## config.mk

```make
export PLATFORM = sky130hd
export DESIGN_NAME = rhh_front
export DESIGN_NICKNAME = d
export VERILOG_FILES = /design/src/hdl/rhh_pkg.sv /design/src/hdl/rhh_front.sv
export SDC_FILE = /design/constraint.sdc
export NUM_CORES = 1
export LEC_CHECK = 0
export BUFFER_PORTS_ARGS = -buffer_cell sky130_fd_sc_hd__buf_2
export CAP_MARGIN = 5
export CORE_ASPECT_RATIO = 1.1
export CORE_UTILIZATION = 50
export CTS_CLUSTER_DIAMETER = 120
export DETAILED_ROUTE_END_ITERATION = 12
export GPL_TIMING_DRIVEN = 0
export PLACE_DENSITY = 0.82
export SYNTH_ARGS = -nofsm -noshare
export SYNTH_HDL_FRONTEND = slang
export SYNTH_SLANG_ARGS = --single-unit
```

## constraint.sdc

```tcl
create_clock -name i_clk -period 9 [get_ports i_clk]
set_clock_uncertainty 0.05 [all_clocks]
set_input_delay 1.35 -clock i_clk [delete_from_list [all_inputs] [get_ports i_clk]]
set_output_delay 1.35 -clock i_clk [all_outputs]
set_load 0.01 [all_outputs]
```

## src/hdl/rhh_pkg.sv

```systemverilog
// ----------------------------------------------------------------------------
// rhh_pkg
// Shared types and constants of the Robin Hood hash table.
// ----------------------------------------------------------------------------
package rhh_pkg;

    localparam int FUNC_W  = 2;
    localparam int KEY_W   = 64;
    localparam int VAL_W   = 32;
    localparam int HASH_W  = 32;
    localparam int STAT_W  = 3;
    localparam int CNT_W   = 7;
    localparam int LOAD_W  = 7;

    localparam int IN_TDATA_W  = 104;
    localparam int OUT_TDATA_W = 48;

    localparam logic [FUNC_W-1:0] FUNC_SET    = 2'd0;
    localparam logic [FUNC_W-1:0] FUNC_REMOVE = 2'd2;

    localparam logic [STAT_W-1:0] ST_INSERTED = 3'd0;
    localparam logic [STAT_W-1:0] ST_REPLACED = 3'd1;
    localparam logic [STAT_W-1:0] ST_FOUND    = 3'd2;
    localparam logic [STAT_W-1:0] ST_MISSING  = 3'd3;
    localparam logic [STAT_W-1:0] ST_FULL     = 3'd4;

    localparam logic [HASH_W-1:0] FNV_BASIS = 32'd2166136261;
    localparam logic [HASH_W-1:0] FNV_PRIME = 32'd16777619;

    localparam logic [LOAD_W-1:0] LOAD_RESET   = 7'd75;
    localparam logic [LOAD_W-1:0] PERCENT_FULL = 7'd100;

    localparam int QUEUE_DEPTH = 2;

    typedef struct packed {
        logic [FUNC_W-1:0] func;
        logic [KEY_W-1:0]  key;
        logic [VAL_W-1:0]  value;
        logic [HASH_W-1:0] hash;
    } t_req;

    typedef struct packed {
        logic [STAT_W-1:0] status;
        logic [VAL_W-1:0]  found_value;
        logic [CNT_W-1:0]  entry_count;
    } t_result;

    typedef enum logic [1:0] {
        FR_IDLE,
        FR_HASH,
        FR_PUSH
    } t_front_state;

    typedef enum logic [3:0] {
        BK_CLEAR,
        BK_IDLE,
        BK_FIND_RD,
        BK_FIND_CHK,
        BK_INS_RD,
        BK_INS_CHK,
        BK_DEL_RD,
        BK_DEL_CHK,
        BK_DONE
    } t_back_state;

endpackage

```

## src/hdl/rhh_front.sv

```systemverilog
// ----------------------------------------------------------------------------
// rhh_front
// Accepts operations, trims the key and hashes it one byte per cycle.
// ----------------------------------------------------------------------------
module rhh_front #(
    parameter int KEY_BYTES = 8
) (
    input  logic                        i_clk,
    input  logic                        i_rst_n,
    input  logic                        i_enable,
    input  logic                        i_valid,
    output logic                        o_ready,
    input  logic [rhh_pkg::FUNC_W-1:0]  i_func,
    input  logic [rhh_pkg::KEY_W-1:0]   i_key,
    input  logic [rhh_pkg::VAL_W-1:0]   i_value,
    output logic                        o_push,
    input  logic                        i_full,
    output rhh_pkg::t_req               o_req
);

    localparam int BW = (KEY_BYTES > 1) ? $clog2(KEY_BYTES) : 1;
    localparam logic [BW-1:0] LAST_BYTE = BW'(KEY_BYTES - 1);

    rhh_pkg::t_front_state r_state, n_state;
    logic [rhh_pkg::FUNC_W-1:0] r_func;
    logic [rhh_pkg::KEY_W-1:0]  r_key, r_kept, n_kept;
    logic [rhh_pkg::VAL_W-1:0]  r_value;
    logic [rhh_pkg::HASH_W-1:0] r_hash, n_hash;
    logic                       r_live, n_live;
    logic [BW-1:0]              r_byte;
    logic [7:0]                 w_byte;
    logic                       w_take;

    assign w_byte = r_key[8*r_byte +: 8];
    assign w_take = i_valid && o_ready;

    always_comb begin
        n_state = r_state;
        case (r_state)
            rhh_pkg::FR_IDLE: if (w_take) n_state = rhh_pkg::FR_HASH;
            rhh_pkg::FR_HASH: if (r_byte == LAST_BYTE) n_state = rhh_pkg::FR_PUSH;
            rhh_pkg::FR_PUSH: if (!i_full) n_state = rhh_pkg::FR_IDLE;
            default: n_state = rhh_pkg::FR_IDLE;
        endcase
    end

    always_comb begin
        o_ready = (r_state == rhh_pkg::FR_IDLE) && i_enable;
        o_push  = (r_state == rhh_pkg::FR_PUSH) && !i_full;
        o_req   = '{func: r_func, key: r_kept, value: r_value, hash: r_hash};
        n_hash  = r_hash;
        n_kept  = r_kept;
        n_live  = r_live;
        // stop at the first zero byte
        if (r_live && (w_byte != 8'd0)) begin
            n_hash = (r_hash ^ {24'd0, w_byte}) * rhh_pkg::FNV_PRIME;
            n_kept[8*r_byte +: 8] = w_byte;
        end else begin
            n_live = 1'b0;
        end
    end

    always_ff @(posedge i_clk) begin
        if (!i_rst_n) begin
            r_state <= rhh_pkg::FR_IDLE;
        end else begin
            r_state <= n_state;
        end
    end

    always_ff @(posedge i_clk) begin
        if (w_take) begin
            r_func  <= i_func;
            r_key   <= i_key;
            r_value <= i_value;
            r_hash  <= rhh_pkg::FNV_BASIS;
            r_kept  <= '0;
            r_live  <= 1'b1;
            r_byte  <= '0;
        end else if (r_state == rhh_pkg::FR_HASH) begin
            r_hash  <= n_hash;
            r_kept  <= n_kept;
            r_live  <= n_live;
            r_byte  <= r_byte + BW'(1);
        end
    end

endmodule

```

## Yosys cells after proc, flatten, opt, wreduce, memory -nomap -nowiden

Index checks and enable logic that the tools add are counted.

| cells by class | value |
|---|---|
| add/subtract/negate cells | 2 |
| mux-type cells | 5 |
| bitwise logic cells | 2 |
| shift operators | 3 |
| multipliers | 1 |
| equality and inequality tests | 6 |
| reduce and logical (&&, ||, !) cells | 10 |

Operator list:

| cell | number |
|---|---|
| $bwmux W64 | 1 |
| $shift A8 B34 Y64 const A | 1 |
| $shiftx A64 B7 Y8 | 1 |
| $shiftx A8 B34 Y64 | 1 |
| $neg A6 Y34 | 1 |
| $mul A32 B25 Y32 const B | 1 |
| $xor A32 B8 Y32 | 1 |
| $reduce_bool A8 Y1 | 1 |
| $mux W2 | 3 |
| $ne A2 B2 Y1 const B | 3 |
| $pmux W2 S3 | 1 |
| $logic_and A1 B1 Y1 | 4 |
| $reduce_and A2 Y1 | 2 |
| $add A3 B1 Y3 const B | 1 |
| $eq A3 B3 Y1 const B | 1 |
| $reduce_and A3 Y1 | 1 |
| $eq A2 B1 Y1 const B | 1 |
| $eq A2 B2 Y1 const B | 1 |
| $logic_not A2 Y1 | 1 |
| $logic_not A1 Y1 | 1 |
| $not A1 Y1 | 1 |

| storage, ports and cells | value |
|---|---|
| word-level logic and storage cells | 37 |
| register bits | 200 |

## Logic depth before layout (Yosys ltp)

Gate-level depths: netlist (run 1).

| logic depth | value |
|---|---|
| depth in word-level cells | 5 |
| gate-level depth with buffers | 28 |
| depth with buffers taken out | 26 |

## Worst setup path after synthesis (run 1)

No wires, ideal clock.

| timing path | value |
|---|---|
| path type | register -> register |
| from | reg r_byte[0] |
| to | reg r_hash[31] (netlist bit) |
| buffers on the path | 1 |
| setup slack | 2.402 ns |
| cell stages (with the launch flop) | 23 |
| setup time | 0.129 ns |
| arrival time | 6.418 ns |
| data required time | 8.821 ns |
| cells stage by stage | dfxtp_1 > buf_4 > mux4_2 > mux2i_1 > xnor2_1 > ha_1 > ha_1 > fa_1 > ha_1 > fa_1 > ha_1 > inv_1 > fa_1 > inv_1 > ha_1 > o21ai_0 > a32o_1 > a2bb2oi_1 > nand2_1 > a2111oi_0 > o31ai_1 > xnor2_1 > o21ai_0 |

| on the way | value |
|---|---|
| longest elaborated chain between the ends | 4 |
| elaborated cells between the ends (all ways) | 6 |
| classes of those cells | mul: 1; shift: 1; bitwise: 1; reduce/logical: 3 |

Ends and longest elaborated chain:

| item | line | text |
|---|---|---|
| start: declaration | rhh_front.sv:30 | `logic [BW-1:0] r_byte;` |
| start signal: assignment | rhh_front.sv:84 | `r_byte <= r_byte + BW'(1);` |
| $shiftx A64 B7 Y8 (*) | rhh_front.sv:34 | `assign w_byte = r_key[8*r_byte +: 8];` |
| parallel branches: the longest is 3 deep, another holds $mul A32 B25 Y32 | -- |  |
| end signal: assignment | rhh_front.sv:76 | `r_hash <= rhh_pkg::FNV_BASIS;` |
| end signal: assignment | rhh_front.sv:81 | `r_hash <= n_hash;` |
| end: declaration | rhh_front.sv:28 | `logic [rhh_pkg::HASH_W-1:0] r_hash, n_hash;` |

Every way passes the cells marked *.
A chain may end at the register's enable or synchronous reset.

## Worst setup path after layout (run 1)

Ends and elaborated chain as after synthesis.

==> results of run 1 <==
-- layout by cell type (no fill, tap or decap), drive strengths merged, types with 17 or more instances in the layout --
master / instances
xor2: 19
nand2: 56
nand3: 20
ha: 186
xnor2: 36
nor2: 75
fa: 74
a211oi: 17
inv: 217
edfxtp: 98
a21oi: 40
buf: 249
clkbuf: 44
o21ai: 31
mux2i: 51
dfxtp: 102
-- registers in the layout, summed over array words and instances, names as in the netlist --
register and flops:
r_kept 64, r_key 64, r_hash 32, r_value 32, r_byte 3, r_func 2
r_state 2, r_live 1
-- worst reg2reg max path: stages (launching register included) --
cell and delay, ns:
dfxtp_1 0.49, buf_4 0.27, mux4_2 0.54, mux2i_1 0.88
xnor2_1 0.33, ha_1 0.37, ha_1 0.32, fa_1 0.49
ha_1 0.21, fa_1 0.48, ha_1 0.28, inv_1 0.05
fa_1 0.53, inv_1 0.04, ha_1 0.35, o21ai_0 0.32
a32o_1 0.20, a2bb2oi_1 0.20, nand2_1 0.20, a2111oi_0 1.00
o31ai_1 0.27, xnor2_1 0.20, o21ai_0 0.08
-- worst max-delay path by stage --
stage	startpoint	to	slack [ns]	depth (start not counted)
after floorplan	r_byte[0]$_SDFFE_PP0N_	r_hash[31]$_SDFFE_PP1P_	2.40	22
after detailed placement	r_byte[0]$_SDFFE_PP0N_	r_hash[31]$_SDFFE_PP1P_	0.89	22
final	r_byte[0]$_SDFFE_PP0N_	r_hash[31]$_SDFFE_PP1P_	0.72	22
after global routing	r_byte[1]$_SDFFE_PP0N_	r_hash[31]$_SDFFE_PP1P_	0.29	23
after global placement	r_byte[0]$_SDFFE_PP0N_	r_hash[31]$_SDFFE_PP1P_	1.03	22
after CTS	r_byte[0]$_SDFFE_PP0N_	r_hash[31]$_SDFFE_PP1P_	0.91	22
-- area by class of cell --
cell class | count | area, um^2 | area share
multi-input combinational | 731 | 7099 | 0.4665
timing repair buffer | 235 | 1199 | 0.07876
inverter | 213 | 799.5 | 0.05253
sequential | 200 | 4985 | 0.3275
clock inverter | 9 | 66.31 | 0.004357
buffer | 35 | 167.7 | 0.01102
clock buffer | 23 | 470.5 | 0.03091
tap | 346 | 432.9 | 0.02844
-- through the flow --
step / instance area (um^2) / worst slack (ns) / std cells / utilization
CTS: 15220 / 0.9097 / 1792 / 0.5970
global placement: 14650 / 1.028 / 1759 / 0.5748
floorplan: 13050 / 2.402 / 1179 / -
detailed placement: 14680 / 0.8858 / 1760 / 0.5760
finish: 15220 / 0.7240 / 1792 / 0.5970
global route: 15220 / 0.2915 / 1792 / 0.5970
-- kinds of logic after synthesis --
kind of cell    count (synthesis)  synth area share
simple gates                  212           0.08055
mux                            67           0.06732
xor+xnor                       55           0.03692
fa+ha+maj                     260            0.2919
compound gates                137           0.06742
buf+inv                       248           0.07384
flops                         200            0.3820
-- per-layer routing --
layer	part of all wire	wire length, um	track usage	vias to the layer above
li1	-	-	-	4494
met5	0	0	0	-
met3	0.068	2191	0.05165	63
met4	0.033	1062	0.1053	0
met1	0.38	12270	0.2782	4563
met2	0.52	16650	0.4536	378
==> key figures, run 1 <==
Critical path
  • Capturing element type of the critical path: flop
  • Buf/Inv on CP: 3
  • Worst Setup Start Kind: flop
  • Reg-to-Reg End: r_hash[31]$_SDFFE_PP1P_
  • CP cell instances: buf_4, mux4_2, mux2i_1, xnor2_1, ha_1, ha_1, fa_1, ha_1, fa_1, ha_1, inv_1, fa_1, inv_1, ha_1, o21ai_0, a32o_1, a2bb2oi_1, nand2_1, a2111oi_0, o31ai_1, xnor2_1, o21ai_0
  • CP max-delay cell: a2111oi_0
  • Register-to-Register Path Depth: 22
  • R2R Setup Slk: 0.72 ns
  • Arrival time worst endpoint: about 8.5 ns
  • Most common cell on crit path: ha_1
  • Critical path type: flop to flop
  • Worst path required time: just over 9 ns
  • Origin of the critical flop-to-flop path: r_byte[0]$_SDFFE_PP0N_
  • Top Family by Delay on Critical Path: adder cells
  • CP peak stage delay: 1.00 ns
  • Critical Path Fanout Max: 10

Global routing
  • Initial antenna violation count: 0
  • Vias in the first global route: 9,600
  • First-pass GRT wire length: 49,620 um
  • Largest net degree at the start of global routing: 56
  • GRT Util Overall: 0.2479
  • Grt total ovfl: 0

Routing
  • Vias/cell: roughly 5.3
  • 1st-iter DRT viols: around 590
  • First drt pass iteration count: 5
  • Final WL: roughly 32,000 um
  • Final ANT Viol Nets: 0
  • Drt wl/cell: ~18 um
  • Vias after detailed routing: roughly 9,500
  • DRC errors left: 0

Timing
  • Count of final setup violators: 0
  • Worst-margin pin slew: roughly 1.1 ns
  • Setup TNS: 0 ns
  • Max Fclk: approximately 120 MHz
  • Final Hold Fails: 0
  • Final Cycle Share: 0.9196
  • Final Hold Slack: a little over 0.4 ns
  • Minimum clock period: about 8.3 ns
  • Slew headroom: 0.2384
  • RSZ-0062 raised after global routing: false
  • Final Slew Violations: 0

Clocking
  • Cts hold-fix bufs: 0
  • # resized after CTS: 0
  • Clk root buf: clkbuf_16
  • Maximum root-to-sink buffer count: 2
  • CTS sink cnt: 200
  • CTS tree: done
  • H-tree Lvls: 4
  • Post-CTS Setup Inserts: 0
  • Clock-pin transition on the worst setup and hold timing paths: about 0.07 ns
  • TritonCTS Buffers: 17
  • Clock Latency Late Sink: ~0.44 ns

Yosys
  • EDFF count, synth: around 100
  • Mean Syn Cell Area: 11.07 um^2
  • Register area share after synthesis: 0.3820
  • Dominant cell by count in the synthesized netlist: inv_1
  • Cell taking the most area after synthesis: edfxtp_1
  • Post-synth ARST share: 0
  • Dominant synthesized flop cell: dfxtp_1
  • Post-Syn Area: 13,050 um^2
  • Post-synth cell types: 59
  • YS warnings: 0
  • Main area contributors after synthesis: edfxtp_1 (23%), ha_1 (18%), dfxtp_1 (16%)
  • Seq cells post-synth: 200
  • Syn nets: 1,542
  • Yosys top cell area share: 0.2255
  • Cells after Synth: between 1,000 and 1,500
  • Synth cell count leaders: inv_1 (212), ha_1 (186), dfxtp_1 (102), edfxtp_1 (98), nor2_1 (75)

Floorplanning
  • Die area: 26,750 um^2
  • Core Area: between 20,000 and 30,000 um^2
  • IO Count: 235
  • Starting Density: 0.5118
  • Die W: about 160 um
  • Die H: 171.4 um
  • Row cnt: 61

Placement
  • Final GP Congestion: 0.9046
  • IO buf count: approximately 230
  • Post-DP HPWL: about 26,000 um

Final layout
  • FILL cells: approximately 2,100
  • Diode count: 0
  • Layout cells sized above 1: 0.2123
  • Synthesis-to-layout area growth: 16.65%
  • Nets@finish: around 1,800

Job
  • Max-cap violations: 0

Hold path
  • Worst Hold End: r_kept[5]$_SDFFE_PP0P_
  • Worst Hold Launch: r_kept[5]$_SDFFE_PP0P_
  • Hold WC Path Type: flop to flop
  • Hold Path Stages: 2

Run status
  • Status: completed
Power of run 1 is not shown: default switching activity piles up to over one toggle a cycle in this logic, so the estimate is an artifact.
==> run 2, diff against run 1 <==
--- a/config.mk
+++ b/config.mk
@@ -5,14 +5,15 @@
 export SDC_FILE = /design/constraint.sdc
 export NUM_CORES = 1
 export LEC_CHECK = 0
-export BUFFER_PORTS_ARGS = -buffer_cell sky130_fd_sc_hd__buf_2
 export CAP_MARGIN = 5
 export CORE_ASPECT_RATIO = 1.1
 export CORE_UTILIZATION = 50
 export CTS_CLUSTER_DIAMETER = 120
 export DETAILED_ROUTE_END_ITERATION = 12
+export DONT_BUFFER_PORTS = 1
 export GPL_TIMING_DRIVEN = 0
-export PLACE_DENSITY = 0.82
+export PLACE_DENSITY = 0.74
+export SLEW_MARGIN = 20
 export SYNTH_ARGS = -nofsm -noshare
 export SYNTH_HDL_FRONTEND = slang
 export SYNTH_SLANG_ARGS = --single-unit
==> run 2 against run 1 <==
Net effect: sequential share of layout area increased by 2.5 points; critical endpoint unchanged; die area unchanged; cell count decreased by 13%; final area decreased by 7.0%; global-route usage decreased by 1.5 points; non-clock buffer count decreased by 234; fmax increased by 4.5%; via count decreased by 9.7%; count of clock-buffer cells in the layout decreased by 6; first-iteration DRC count decreased by 30%; critical path depth unchanged.
==> key figures, run 2 (same netlist as run 1, synthesis figures left out) <==
Run status
  • Status: completed

Floorplanning
  • Starting Density: 0.5118 (unchanged)
  • Die area: 26,750 um^2 (unchanged)
  • Die H: 171.4 um (unchanged)
  • IO Count: 235 (unchanged)
  • Core Area: 25,490 um^2 (unchanged)
  • Row cnt: 61 (unchanged)
  • Die W: 156.0 um (unchanged)

Clocking
  • Maximum root-to-sink buffer count: 2 (unchanged)
  • H-tree Lvls: 4 (unchanged)
  • Post-CTS Setup Inserts: 0 (unchanged)
  • CTS sink cnt: 200 (unchanged)
  • Clk root buf: clkbuf_16
  • # resized after CTS: 0 (unchanged)
  • CTS tree: done
  • Clock-pin transition on the worst setup and hold timing paths: 0.08 ns (about the same)
  • Cts hold-fix bufs: 0 (unchanged)
  • Clock Latency Late Sink: 0.45 ns (about the same)
  • TritonCTS Buffers: 17 (unchanged)

Routing
  • DRC errors left: 0 (unchanged)
  • Final ANT Viol Nets: 0 (unchanged)
  • First drt pass iteration count: 5 (unchanged)
  • Vias/cell: 5.507 (+3.9%)
  • Final WL: 30,040 um (-6.6%)
  • Highest layer used for signal routing: met4
  • Met2 wire length: 15,060 um (-9.6%)
  • M1 WL: 11,060 um (-9.8%)
  • Drt wl/cell: 19.28 um (+7.4%)
  • Vias after detailed routing: 8,580 (-9.7%)
  • Met3 wire len: 2433 um (+11%)
  • 1st-iter DRT viols: 408 (-30%)

Global routing
  • Initial antenna violation count: 0 (unchanged)
  • Vias in the first global route: 8,971 (-6.6%)
  • Grt total ovfl: 0 (unchanged)
  • GRT Util Overall: 0.2333 (-0.01463)
  • First-pass GRT wire length: 46,770 um (-5.7%)
  • Largest net degree at the start of global routing: 58 (+3.6%)

Critical path
  • Critical path type: flop to flop
  • CP peak stage delay: 0.83 ns (-0.17 ns)
  • Buf/Inv on CP: 3 (unchanged)
  • Critical Path Fanout Max: 10 (unchanged)
  • Capturing element type of the critical path: flop
  • CP cell instances: buf_4, mux4_2, mux2i_1, xnor2_1, ha_1, ha_1, fa_1, ha_1, fa_1, ha_1, inv_1, fa_1, inv_1, ha_1, o21ai_0, a32o_1, a2bb2oi_1, nand2_1, a2111oi_0, o31ai_1, xnor2_1, o21ai_0
  • Arrival time worst endpoint: 8.19 ns (-0.35 ns)
  • Most common cell on crit path: ha_1
  • Worst path required time: 9.28 ns (+0.02 ns)
  • Worst Setup Start Kind: flop
  • CP max-delay cell: a2111oi_0
  • Top Family by Delay on Critical Path: adder cells

Final layout
  • Most common cell after layout, fill and taps aside: inv_1
  • Nets@finish: 1,562 (-13%)
  • Diode count: 0 (unchanged)
  • Synthesis-to-layout area growth: 8.516%
  • Most frequent cells in the layout: inv_1 (212), ha_1 (186), dfxtp_1 (102)
  • FILL cells: 2,189 (+3.6%)
  • Layout cells sized above 1: 0.06353 (-0.1488)
  • Largest regs: r_kept x64, r_key x64

Placement
  • Final GP Congestion: 0.9084 (+0.42%)
  • IO buf count: 0 (-100%)
  • Post-DP HPWL: 23,730 um (-8.0%)

Job
  • Max-cap violations: 0 (unchanged)

Timing
  • Worst-margin pin slew: 1.044 ns (-0.06719 ns)
  • Count of final setup violators: 0 (unchanged)
  • Setup TNS: 0 ns (unchanged)
  • Final Hold Fails: 0 (unchanged)
  • Final Cycle Share: 0.8796 (-0.03991)
  • Minimum clock period: 7.917 ns (-0.3592 ns)
  • Max Fclk: 126.3 MHz (+4.5%)
  • RSZ-0062 raised after global routing: false
  • Final Slew Violations: 0 (unchanged)
  • Slew headroom: 0.2844 (+0.04607)

Hold path
  • Hold WC Path Type: flop to flop
## run 2: final timing paths
kind | depth (start not counted) | to | slack (ns) | startpoint
max | 22 | r_hash[31]$_SDFFE_PP1P_ | 1.08 | r_byte[0]$_SDFFE_PP0N_
min reg2reg | 2 | r_kept[17]$_SDFFE_PP0P_ | 0.46 | r_kept[17]$_SDFFE_PP0P_
min | 2 | r_kept[17]$_SDFFE_PP0P_ | 0.46 | r_kept[17]$_SDFFE_PP0P_
max reg2reg | 22 | r_hash[31]$_SDFFE_PP1P_ | 1.08 | r_byte[0]$_SDFFE_PP0N_
## run 2: cell type report
class,count,area (um^2),share of cell area
plain buffers,35,167.7,0.01184
clock buffers,17,425.4,0.03005
clock inverters,15,214.0,0.01511
inverters,213,799.5,0.05647
multi-input cells,731,7114,0.5025
flip-flops and latches,200,4985,0.3521
well taps,346,432.9,0.03058
repair buffers,1,20.02,0.001414
## run 2: per-layer routing
metal | up-vias | GRT usage
met2 | 344 | 0.4142
met4 | 0 | 0.1236
li1 | 4035 | -
met1 | 4115 | 0.2511
met3 | 86 | 0.06677
met5 | - | 0
## run 2: through the flow
stage	std cells	instance area, um^2	setup slack [ns]	utilization	hold slack, ns
detailed placement	1526	13500	1.091	0.5297	0.4525
finish	1558	14160	1.083	0.5554	0.4631
CTS	1558	14140	1.053	0.5548	0.4658
global route	1558	14160	0.7745	0.5554	0.4833
global placement	1525	13480	1.178	0.5288	0.4448
floorplan	1179	13050	2.402	-	0.4290
## run 2: worst min-delay path: cells and delay by family (launching register included)
kind	cells	cell delay, ns
and+or+nand+nor	1	0.07
AOI/OAI and AO/OA	1	0.05
DFF	1	0.35
Power of run 2 is left out for the same reason.
