--- src/hdl/rhh_pkg.sv ---
// ----------------------------------------------------------------------------
// rhh_pkg
// Shared types and constants of the Robin Hood hash table.
// ----------------------------------------------------------------------------
package rhh_pkg;

    localparam int FUNC_W  = 2;
    localparam int KEY_W   = 64;
    localparam int VAL_W   = 32;
    localparam int HASH_W  = 32;
    localparam int STAT_W  = 3;
    localparam int CNT_W   = 7;
    localparam int LOAD_W  = 7;

    localparam int IN_TDATA_W  = 104;
    localparam int OUT_TDATA_W = 48;

    localparam logic [FUNC_W-1:0] FUNC_SET    = 2'd0;
    localparam logic [FUNC_W-1:0] FUNC_REMOVE = 2'd2;

    localparam logic [STAT_W-1:0] ST_INSERTED = 3'd0;
    localparam logic [STAT_W-1:0] ST_REPLACED = 3'd1;
    localparam logic [STAT_W-1:0] ST_FOUND    = 3'd2;
    localparam logic [STAT_W-1:0] ST_MISSING  = 3'd3;
    localparam logic [STAT_W-1:0] ST_FULL     = 3'd4;

    localparam logic [HASH_W-1:0] FNV_BASIS = 32'd2166136261;
    localparam logic [HASH_W-1:0] FNV_PRIME = 32'd16777619;

    localparam logic [LOAD_W-1:0] LOAD_RESET   = 7'd75;
    localparam logic [LOAD_W-1:0] PERCENT_FULL = 7'd100;

    localparam int QUEUE_DEPTH = 2;

    typedef struct packed {
        logic [FUNC_W-1:0] func;
        logic [KEY_W-1:0]  key;
        logic [VAL_W-1:0]  value;
        logic [HASH_W-1:0] hash;
    } t_req;

    typedef struct packed {
        logic [STAT_W-1:0] status;
        logic [VAL_W-1:0]  found_value;
        logic [CNT_W-1:0]  entry_count;
    } t_result;

    typedef enum logic [1:0] {
        FR_IDLE,
        FR_HASH,
        FR_PUSH
    } t_front_state;

    typedef enum logic [3:0] {
        BK_CLEAR,
        BK_IDLE,
        BK_FIND_RD,
        BK_FIND_CHK,
        BK_INS_RD,
        BK_INS_CHK,
        BK_DEL_RD,
        BK_DEL_CHK,
        BK_DONE
    } t_back_state;

endpackage

--- src/hdl/rhh_queue.sv ---
// ----------------------------------------------------------------------------
// rhh_queue
// Short FIFO of hashed requests between front and back.
// ----------------------------------------------------------------------------
module rhh_queue (
    input  logic          i_clk,
    input  logic          i_rst_n,
    input  logic          i_push,
    input  rhh_pkg::t_req i_req,
    output logic          o_full,
    output logic          o_valid,
    input  logic          i_pop,
    output rhh_pkg::t_req o_req
);

    localparam int DEPTH = rhh_pkg::QUEUE_DEPTH;
    localparam int PW    = $clog2(DEPTH);
    localparam int CW    = $clog2(DEPTH + 1);

    rhh_pkg::t_req r_mem [DEPTH];
    logic [PW-1:0] r_wp, r_rp;
    logic [CW-1:0] r_cnt;

    assign o_full  = (r_cnt == CW'(DEPTH));
    assign o_valid = (r_cnt != '0);
    assign o_req   = r_mem[r_rp];

    always_ff @(posedge i_clk) begin
        if (!i_rst_n) begin
            r_wp  <= '0;
            r_rp  <= '0;
            r_cnt <= '0;
        end else begin
            if (i_push) r_wp <= (r_wp == PW'(DEPTH - 1)) ? '0 : r_wp + PW'(1);
            if (i_pop)  r_rp <= (r_rp == PW'(DEPTH - 1)) ? '0 : r_rp + PW'(1);
            if (i_push && !i_pop) r_cnt <= r_cnt + CW'(1);
            else if (!i_push && i_pop) r_cnt <= r_cnt - CW'(1);
        end
    end

    always_ff @(posedge i_clk) begin
        if (i_push) r_mem[r_wp] <= i_req;
    end

endmodule

--- config.mk ---
export PLATFORM = sky130hd
export DESIGN_NAME = rhh_queue
export DESIGN_NICKNAME = d
export VERILOG_FILES = /design/src/hdl/rhh_pkg.sv /design/src/hdl/rhh_queue.sv
export SDC_FILE = /design/constraint.sdc
export NUM_CORES = 1
export LEC_CHECK = 0
export BUFFER_PORTS_ARGS = -buffer_cell sky130_fd_sc_hd__buf_4
export CORE_MARGIN = 4
export CORE_UTILIZATION = 25
export DETAILED_ROUTE_END_ITERATION = 6
export GPL_TIMING_DRIVEN = 0
export PLACE_DENSITY = 0.51
export SLEW_MARGIN = 25
export SYNTH_ARGS = -nofsm -noshare
export SYNTH_HDL_FRONTEND = slang
export SYNTH_SLANG_ARGS = --single-unit
--- constraint.sdc ---
create_clock -name i_clk -period 15.6 [get_ports i_clk]
set_clock_uncertainty 0.15 [all_clocks]
set_input_delay 1.56 -clock i_clk [delete_from_list [all_inputs] [get_ports i_clk]]
set_output_delay 1.56 -clock i_clk [all_outputs]
set_load 0.05 [all_outputs]
# Word-level counts from Yosys, hierarchy flattened
# Memory sizes are Yosys's and may differ from the RTL's. A register that Yosys moved wholly into a read port is not among the register bits.
# Index checks and enable logic that the tools add are counted.
# op_classes
eq_ne	1
mux	8
n_addsub	4
n_reduce_logical	6
# ops
operator	n
1-bit 2-to-1 mux	6
2-bit 2-to-1 mux	2
2-bit nonzero test	2
1-bit adder, second input constant	2
2-bit by 1-bit adder with 2-bit output, second input constant	1
2-bit == test, second input constant	1
1-bit logical AND	2
1-bit logical NOT	2
2-bit by 1-bit subtractor with 2-bit output, second input constant	1
# totals
ram_bits	260
memories	1
output_inout_bits	132
ff_bits	4
# mem_list
name	words	word_bits	read_ports	rd_clocked_by_memory_dff	write_ports	line	rtl
r_mem	2	130	1	1	1	rhh_queue.sv:20	rhh_pkg::t_req r_mem [DEPTH];

# Depth between registers and ports, before layout
# Gate-level depths: netlist of run 1.
# depth
ltp_word	4
mapped_depth	5

# Worst setup path after synthesis of run 1
# No wires, ideal clock.
# synth_timing
path_kind	input to register
from	input port i_push
to	memory r_mem[0][0] (netlist bit), enable pin
setup_time_ns	0.636
t_arrival_ns	7.225
path_slack_ns	7.589
n_path_buf	0
cell_stages	1
cell_sequence	nor2b_1
# synth_between
elab_chain_len	2
# synth_rtl
item	line	rtl
from (decl)	rhh_queue.sv:8	input logic i_push,
1-bit 2-to-1 mux	rhh_queue.sv:42	if (i_push) r_mem[r_wp] <= i_req;
1-bit 2-to-1 mux (not written as such)	rhh_queue.sv:42	
to (decl)	rhh_queue.sv:20	
# No other way between the ends.

==> results of run 1 <==
-- flip-flops by register name, summed over array words and instances, names as in the netlist, named ones only --
register	flops
r_cnt	2
r_mem	260
r_rp	1
r_wp	1
-- cell type report --
| cell class | count | area [µm²] |
|---|---|---|
| Inverter | 1 | 3.75 |
| Tap cell | 511 | 639 |
| Clock inverter | 17 | 143 |
| Fill cell | 3667 | 24400 |
| Buffer | 14 | 135 |
| Multi-Input combinational cell | 146 | 1590 |
| Timing Repair Buffer | 276 | 2280 |
| Clock buffer | 36 | 752 |
| Sequential cell | 265 | 7910 |
-- cell usage in the layout (no fill, tap or decap), drive strengths merged --
cell type,n
ha,1
nor2b,2
bufinv,2
clkbuf,36
o21ai,1
and2,4
buf,290
inv,3
or2,1
xnor2,1
clkinv,11
clkinvlp,2
a21boi,1
mux2,130
edfxtp,260
and2b,1
dfxtp,5
o21a,1
or3,1
xor2,2
-- cells by family after synthesis --
| kind of cell | count (synthesis) | share of synthesized area |
|---|---|---|
| AND/OR/NAND/NOR | 9 | 0.00611 |
| adder cells (fa/ha/maj) | 1 | 0.00130 |
| XOR/XNOR | 3 | 0.00273 |
| multiplexers | 130 | 0.152 |
| buffers and inverters | 15 | 0.0144 |
| AO/OA/AOI/OAI | 3 | 0.00208 |
| flip-flops | 265 | 0.821 |
-- worst max-delay path by stage --
stage / endpoint / slack (ns)
after floorplan: r_mem[0][0] / 7.59
after global placement: r_mem[0][21] / 3.01
after detailed placement: r_mem[0][22] / 12.12
after CTS: o_req[58] / 11.81
after global routing: o_req[83] / 11.75
final: o_req[57] / 11.92
-- power by group through the flow --
stage	logic, mW	registers, mW	clock network (mW)
final	0.318	0.830	0.640
after CTS	0.325	0.831	0.671
after global routing	0.335	0.833	0.705
after global placement	0.310	0.855	0
after floorplan	0.204	0.850	0
after detailed placement	0.324	0.846	0
-- per-stage QoR --
step | utilization | area [µm²] | instances
6_report | 0.356 | 13500 | 1266
5_1_grt | 0.356 | 13500 | 1266
4_1_cts | 0.356 | 13500 | 1266
3_5_place_dp | 0.332 | 12600 | 1213
3_3_place_gp | 0.324 | 12300 | 1202
2_1_floorplan | - | 9630 | 426
-- cell usage after synthesis, drive strengths merged (2+ instances only) --
cell type,count,area share
xor2,2,0.0018
dfxtp,5,0.010
nor2b,2,0.0013
buf,14,0.014
and2,4,0.0026
edfxtp,260,0.81
mux2,130,0.15
-- layer usage --
| metal | vias up | track usage | wire length, µm |
|---|---|---|---|
| met5 | - | 0 | 0 |
| met4 | 0 | 0.0313 | 707 |
| met3 | 38 | 0.0390 | 1910 |
| li1 | 2320 | - | - |
| met2 | 161 | 0.166 | 10700 |
| met1 | 2408 | 0.112 | 7960 |
-- critical path, delay by kind of cell, from the launching register on --
kind	cells	cell delay, ns
buffers and inverters	3	0.68
flip-flops	1	0.35
multiplexers	1	0.36
==> flow_metrics.env, run 1 <==
export IMPL_tightest_slew_ns=0.617
export IMPL_min_period_ns=3.68
export IMPL_fp_dieH_um=204
export IMPL_die_w_um=204
export IMPL_avgSynthCellArea_um2=22.6
export IMPL_switching_share=0.265
export IMPL_synth_edf_count=260
export IMPL_ant_nets=0
export IMPL_via_count=4927
export IMPL_p_switching_mw=0.474
export IMPL_r2r_start="r_wp"
export IMPL_p_total_mw=1.79
export IMPL_grt_pass1_wl_um=31300
export IMPL_crit_top_cell="buf_4"
export IMPL_ys_ff_latch=265
export IMPL_synth_area_um2=9630
export IMPL_start_util=0.254
export IMPL_final_setup_worst_slack_ns=11.92
export IMPL_finalHoldViolCount=0
export IMPL_htreeDepth=1
export IMPL_coreArea_um2=37800
export IMPL_finalSetupViolCount=0
export IMPL_worstPathArrival_ns=1.97
export IMPL_drc=0
export IMPL_leakage_nw=4.95
export IMPL_drt_initial_drc_count=168
export IMPL_antenna_cells=0
export IMPL_vias_per_cell=3.89
export IMPL_critical_path_class="reg2out"
export IMPL_combPwrFrac=0.178
export IMPL_grt_pass1_vias=5308
export IMPL_seq_area_frac_synth=0.821
export IMPL_p_clk_frac=0.358
export IMPL_p_per_area_nw_per_um2=133
export IMPL_fin_crit_sh=0.236
export IMPL_start_kind="flop"
export IMPL_rsz0062_at_grt="no"
export IMPL_r2r_slack_ns=13.52
export IMPL_status="complete, no violations"
export IMPL_path_max_fanout=10
export IMPL_core_rowCount=71
export IMPL_cts_post_setup_buffers_inserted=0
export IMPL_ios=266
export IMPL_relSlewSlack=0.588
export IMPL_io_buffers=265
export IMPL_nNetsFinal=868
export IMPL_antenna_found_initial=0
export IMPL_min_to="r_cnt[1]"
export IMPL_crit_slowest_cell="mux2_2"
export IMPL_end_kind="output port"
export IMPL_clk_root_buffer_cell="clkbuf_16"
export IMPL_dp_final_hpwl_um=14800
export IMPL_pre_cts_slack_ns=12.12
export IMPL_worst_hold_path_type="reg2reg"
export IMPL_clockBufferDepth=3
export IMPL_dr_pass1_iters=4
export IMPL_min_from="r_cnt[1]"
export IMPL_synth_ff_type="edfxtp_1"
export IMPL_grt_max_degree=45
export IMPL_vdd_ir_drop_max_mv=0.0876
export IMPL_gp_congestion=0.685
export IMPL_max_clock_freq_ghz=0.272
export IMPL_synthCells=426
export IMPL_seqPwrFrac=0.464
export IMPL_slew_viol_final=0
export IMPL_max_stage_delay_ns=0.36
export IMPL_clkLatencyLatePin_ns=0.56
export IMPL_synth_cell_types=18
export IMPL_reg2reg_depth=5
export IMPL_wl_per_cell_um=16.8
export IMPL_drive_gt1_frac=0.613
export IMPL_syn_nets=561
export IMPL_die_area_um2=41700
export IMPL_routed_wl_um=21200
export IMPL_r2r_end="r_mem[0][83]"
export IMPL_cts_sinks=265
export IMPL_ys_async_sr_fraction=0
export IMPL_grt_usage=0.0973
export IMPL_yosys_warnings=0
export IMPL_internal_power_mw=1.31
export IMPL_ctsHoldBuffers=0
export IMPL_cts_repair_resize_count=0
export IMPL_overflow=0
export IMPL_hold_depth=2
export IMPL_maxCapViolCount=0
export IMPL_area_growth_pct=39.8
export IMPL_path_clk_slew_ns=0.06
export IMPL_cp_cell_sequence="buf_4 -> buf_6 -> mux2_2 -> buf_4"
export IMPL_cts_tree="done"
export IMPL_numCtsBuffers=29
export IMPL_worst_hold_slack_ns=0.352
export IMPL_critical_path_required_ns=13.89
export IMPL_fin_tns_setup_ns=0
(Power assumes the default switching activity.)
==> run 2: changes to the inputs <==
- ABC_AREA: default -> 1
- clock period: 15.6 -> 3.4 ns (I/O delays scaled with it)
==> run 2 against run 1 <==
- final area increased by 11%
- worst setup slack worse by 11 ns
- synthesized cell count rose by 3.1%
- sequential cell count is the same
- global-route usage rose by 0.67 points
- critical path type unchanged
- largest cell class unchanged
- largest power group unchanged
- highest routed layer unchanged
==> flow_metrics.env, run 2 <==
export IMPL_status="complete, no violations"
export IMPL_cts_post_setup_buffers_inserted=0
export IMPL_path_max_fanout=10
export IMPL_overflow=0
export IMPL_finalHoldViolCount=0
export IMPL_die_w_um=204
export IMPL_antenna_found_initial=0
export IMPL_slew_viol_final=0
export IMPL_num_fill_cells=3562
export IMPL_drt_initial_drc_count=226
export IMPL_yosys_top_cells_area="edfxtp_1 81%, mux2_2 15%, buf_6 1.2%"
export IMPL_synth_common_cells="260 x edfxtp_1, 130 x mux2_2, 10 x buf_6, 9 x nand2_1"
export IMPL_final_util=0.394
export IMPL_design_area_um2=14900
export IMPL_synth_top_area_frac=0.810
export IMPL_placedCellCount=1228
export IMPL_grt_pass1_wl_um=34000
export IMPL_ys_async_sr_fraction=0
export IMPL_synth_area_um2=9630
export IMPL_start_util=0.255
export IMPL_routed_wl_um=22400
export IMPL_ant_nets=0
export IMPL_tightest_slew_ns=0.687
export IMPL_vias_per_cell=3.87
export IMPL_cts_tree="done"
export IMPL_yosys_warnings=0
export IMPL_synth_edf_count=260
export IMPL_path_clk_slew_ns=0.06
export IMPL_io_buffers=265
export IMPL_crit_slowest_cell="dfxtp_1"
export IMPL_vdd_ir_drop_max_mv=0.380
export IMPL_final_cell_mix="266 x buf_4, 260 x edfxtp_1, 136 x dlygate4sd3_1, 130 x mux2_2, 31 x clkbuf_16"
export IMPL_critical_path_class="reg2out"
export IMPL_drc=0
export IMPL_max_clock_freq_ghz=0.398
export IMPL_ctsHoldBuffers=136
export IMPL_max_stage_delay_ns=0.38
export IMPL_crit_top_cell="buf_4"
export IMPL_ios=266
export IMPL_wl_per_cell_um=15.8
export IMPL_top_regs="r_mem (260), r_cnt (2)"
export IMPL_largest_register="r_mem"
export IMPL_die_area_um2=41700
export IMPL_fp_dieH_um=204
export IMPL_core_rowCount=71
export IMPL_final_cells=1420
export IMPL_critical_path_required_ns=2.91
export IMPL_grt_max_degree=27
export IMPL_syn_nets=574
export IMPL_p_per_area_nw_per_um2=556
export IMPL_clk_root_buffer_cell="clkbuf_16"
export IMPL_area_growth_pct=54.6
export IMPL_end_kind="output port"
export IMPL_worst_hold_slack_ns=0.362
export IMPL_gp_congestion=0.684
export IMPL_cp_cell_sequence="buf_4 -> buf_6 -> mux2_2 -> buf_4"
export IMPL_r2r_slack_ns=1.41
export IMPL_grt_pass1_vias=6108
export IMPL_clockBufferDepth=3
export IMPL_worstPathArrival_ns=2.02
export IMPL_finalSetupViolCount=0
export IMPL_grt_usage=0.104
export IMPL_worst_hold_path_type="in2reg"
export IMPL_rsz0062_at_grt="no"
export IMPL_seq_area_frac_synth=0.821
export IMPL_start_kind="flop"
export IMPL_min_period_ns=2.51
export IMPL_dp_final_hpwl_um=15500
export IMPL_final_setup_worst_slack_ns=0.891
export IMPL_largest_reg_flops=260
export IMPL_relSlewSlack=0.541
export IMPL_synthCells=439
export IMPL_drive_gt1_frac=0.509
export IMPL_htreeDepth=1
export IMPL_place_area_um2=12600
export IMPL_numCtsBuffers=30
export IMPL_cts_sinks=265
export IMPL_avgSynthCellArea_um2=21.9
export IMPL_maxCapViolCount=0
export IMPL_antenna_cells=0
export IMPL_synth_cell_types=14
export IMPL_ys_ff_latch=265
export IMPL_clkLatencyLatePin_ns=0.54
export IMPL_nNetsFinal=1020
export IMPL_synth_ff_type="edfxtp_1"
export IMPL_via_count=5489
export IMPL_pre_cts_slack_ns=1.24
export IMPL_coreArea_um2=37800
export IMPL_synth_most_common_cell="edfxtp_1"
export IMPL_dr_pass1_iters=4
export IMPL_yosysTopAreaCell="edfxtp_1"
export IMPL_cts_repair_resize_count=0
export IMPL_final_common_cell="buf_4"
export IMPL_fin_crit_sh=0.738
export IMPL_leakage_nw=5.58
[run 2: area by class of cell]
type | count | area, µm² | share of cell area
repair buffers | 414 | 3680 | 0.247
clock inverters | 20 | 140 | 0.00941
plain buffers | 14 | 135 | 0.00907
inverters | 8 | 33.8 | 0.00227
flip-flops and latches | 265 | 7910 | 0.531
well taps | 511 | 639 | 0.0429
clock buffers | 36 | 795 | 0.0533
multi-input cells | 152 | 1570 | 0.105
[run 2: through the flow]
| stage | power, mW | TNS, ns |
|---|---|---|
| after global routing | 8.65 | 0 |
| after floorplan | 4.70 | 0 |
| after detailed placement | 5.22 | 0 |
| after global placement | 5.16 | -291.37 |
| final | 8.29 | 0 |
| after CTS | 8.44 | 0 |
[run 2: cell families after synthesis]
| group | after synthesis | synth area share |
|---|---|---|
| multiplexers | 130 | 0.152 |
| flip-flops | 265 | 0.821 |
| adder cells (fa/ha/maj) | 1 | 0.00130 |
| buffers and inverters | 22 | 0.0171 |
| AND/OR/NAND/NOR | 19 | 0.00779 |
| AO/OA/AOI/OAI | 2 | 0.00104 |
[run 2: critical path, delay by kind of cell (launching register included)]
kind     cells  cell delay [ns]
buf+inv      3             0.72
mux          1             0.35
flops        1             0.38
[run 2: per-layer routing]
layer  track usage  up-vias  wire length [µm]
met5             0        -                 0
met4        0.0280        0               539
met3        0.0387       43              1820
met2         0.186      172             11400
met1         0.117     2650              8630
li1              -     2624                 -
[run 2: path summary, 6_finish.rpt]
kind | from | endpoint | depth (start not counted)
setup / recovery | flop | o_req[14] | 4
hold / removal | i_req[44] | r_mem[0][44] | 2
setup reg to reg | r_wp | r_wp | 5
hold reg to reg | r_rp | r_rp | 2
[run 2: power breakdown]
part / switching [mW] / leakage (nW) / internal [mW] / total (mW)
Clock: 1.23 / 0.451 / 1.80 / 3.03
Combinational: 0.859 / 2.64 / 0.586 / 1.44
Sequential: 0.0331 / 2.48 / 3.78 / 3.82
Total: 2.13 / 5.58 / 6.16 / 8.29
==> run 3: changes to the inputs <==
- ABC_AREA: 1 -> 0
- PLACE_DENSITY: 0.51 -> 0.53
- clock period: 3.4 -> 2.1 ns (I/O delays scaled with it)
==> run 3 against run 2 <==
- final cell count is 0.70% lower
- the flow now finishes with violations (negative setup slack)
- final area grew 4.8%
- utilization rose by 1.9 points
- highest routed layer is now met5
- sequential share of layout area is 2.4 points lower
- via count increased by 1.9%
- worst setup slack got worse by 1.0 ns
- global-route usage fell by 0.072 points
- register-to-register slack got worse by 1.2 ns
- critical endpoint is now o_req[67]
==> flow_metrics.env, run 3 (synthesized netlist as in run 1, its figures left out) <==
export IMPL_place_area_um2=12500
export IMPL_design_area_um2=15600
export IMPL_status="finished, violations left"
export IMPL_grt_pass1_vias=6070
export IMPL_cts_tree="done"
export IMPL_clk_root_buffer_cell="clkbuf_16"
export IMPL_start_util=0.254
export IMPL_relSlewSlack=0.580
export IMPL_clkLatencyLatePin_ns=0.55
export IMPL_final_cell_mix="260 x edfxtp_1, 147 x buf_4, 134 x dlygate4sd3_1, 121 x mux2_2, 114 x buf_6"
export IMPL_crit_end="o_req[67]"
export IMPL_leakage_nw=5.82
export IMPL_htreeDepth=1
export IMPL_fin_crit_sh=1.05
export IMPL_path_max_fanout=10
export IMPL_clockBufferDepth=3
export IMPL_grt_usage=0.103
export IMPL_largest_reg_flops=260
export IMPL_r2r_start="r_wp"
export IMPL_final_common_cell="edfxtp_1"
export IMPL_tightest_slew_ns=0.629
export IMPL_rsz0062_at_grt="yes"
export IMPL_core_rowCount=71
export IMPL_die_area_um2=41700
export IMPL_vdd_ir_drop_max_mv=0.758
export IMPL_antenna_found_initial=3
export IMPL_slew_viol_final=0
export IMPL_drive_gt1_frac=0.528
export IMPL_fp_dieH_um=204
export IMPL_maxCapViolCount=0
export IMPL_final_setup_worst_slack_ns=-0.112
export IMPL_finalHoldViolCount=0
export IMPL_wl_per_cell_um=16.2
export IMPL_drc=0
export IMPL_start_kind="flop"
export IMPL_dr_pass1_iters=4
export IMPL_r2r_end="r_mem[0][29]"
export IMPL_worst_hold_path_type="in2reg"
export IMPL_r2r_slack_ns=0.19
export IMPL_largest_register="r_mem"
export IMPL_worst_hold_slack_ns=0.230
export IMPL_gp_congestion=0.694
export IMPL_via_count=5594
export IMPL_nNetsFinal=1010
export IMPL_cts_sinks=265
export IMPL_coreArea_um2=37800
export IMPL_end_kind="output port"
export IMPL_min_period_ns=2.21
export IMPL_dp_final_hpwl_um=14600
export IMPL_violations="negative setup slack"
export IMPL_io_buffers=265
export IMPL_routed_wl_um=22800
export IMPL_numCtsBuffers=30
export IMPL_top_regs="r_mem (260), r_cnt (2)"
export IMPL_vias_per_cell=3.97
export IMPL_grt_max_degree=41
export IMPL_die_w_um=204
export IMPL_overflow=0
export IMPL_max_clock_freq_ghz=0.452
export IMPL_reg2reg_depth=4
export IMPL_drt_initial_drc_count=136
export IMPL_p_per_area_nw_per_um2=897
export IMPL_ant_nets=0
export IMPL_finalSetupViolCount=120
export IMPL_ios=266
export IMPL_critical_path_required_ns=1.74
export IMPL_worstPathArrival_ns=1.85
export IMPL_critical_path_class="reg2out"
export IMPL_area_growth_pct=62.1
export IMPL_path_clk_slew_ns=0.06
export IMPL_grt_pass1_wl_um=34000
[run 3: area by class of cell]
| type | count | area, µm² |
|---|---|---|
| antenna | 2 | 5.00 |
| buffer | 14 | 268 |
| clock buffer | 37 | 798 |
| clock inverter | 17 | 135 |
| fill | 3473 | 22200 |
| inverter | 1 | 3.75 |
| multi-input combinational | 146 | 1630 |
| sequential | 265 | 7910 |
| tap | 511 | 639 |
| timing repair buffer | 417 | 4220 |
[run 3: worst min-delay path by stage]
stage / start / endpoint / slack [ns] / cells past startpoint
after floorplan: i_req[0] / r_mem[0][0] / 0.16 / 0
after global placement: i_req[125] / r_mem[0][125] / 0.24 / 1
final: i_req[112] / r_mem[1][112] / 0.23 / 2
after detailed placement: i_req[6] / r_mem[1][6] / 0.25 / 1
after CTS: i_req[77] / r_mem[1][77] / 0.19 / 2
after global routing: i_req[127] / r_mem[0][127] / 0.20 / 2
[run 3: per-layer routing]
layer	GRT usage	up-vias	share of wire
met5	0.00119	-	0.00031
met4	0.0225	2	0.021
met3	0.0459	37	0.11
met2	0.172	199	0.48
met1	0.124	2748	0.39
li1	-	2608	-
[run 3: where the power goes]
part | total, mW | internal [mW] | switching [mW] | leakage, nW
Combinational | 2.93 | 1.31 | 1.62 | 2.89
Clock | 4.89 | 2.92 | 1.98 | 0.452
Sequential | 6.18 | 6.12 | 0.0600 | 2.48
[run 3: worst max-delay path, cell delays in order (launching register included)]
cell     delay [ns]
dfxtp_4        0.38
buf_12         0.11
buf_12         0.14
buf_12         0.14
mux2_2         0.35
buf_6          0.16
[run 3: repair_timing]
item | CTS | global route
hold buffers | 134 | 0
gates cloned | 1 | 5
hold endpoints to repair | 265 | 0
setup buffers | 3 | 0
setup endpoints to repair | 130 | 130
gates resized for setup | 157 | 13
[run 3: per-stage QoR]
| step | setup TNS, ns | util | power [mW] | instances | setup slack [ns] |
|---|---|---|---|---|---|
| 2_1_floorplan | -153.28 | - | 7.79 | 426 | -0.726 |
| 3_3_place_gp | -491.50 | 0.324 | 8.60 | 1202 | -2.18 |
| 3_5_place_dp | 0 | 0.331 | 8.66 | 1212 | 0.137 |
| 4_1_cts | -17.00 | 0.408 | 14.2 | 1404 | -0.174 |
| 5_1_grt | -16.96 | 0.412 | 14.6 | 1410 | -0.188 |
| 6_report | -7.15 | 0.412 | 14.0 | 1410 | -0.112 |
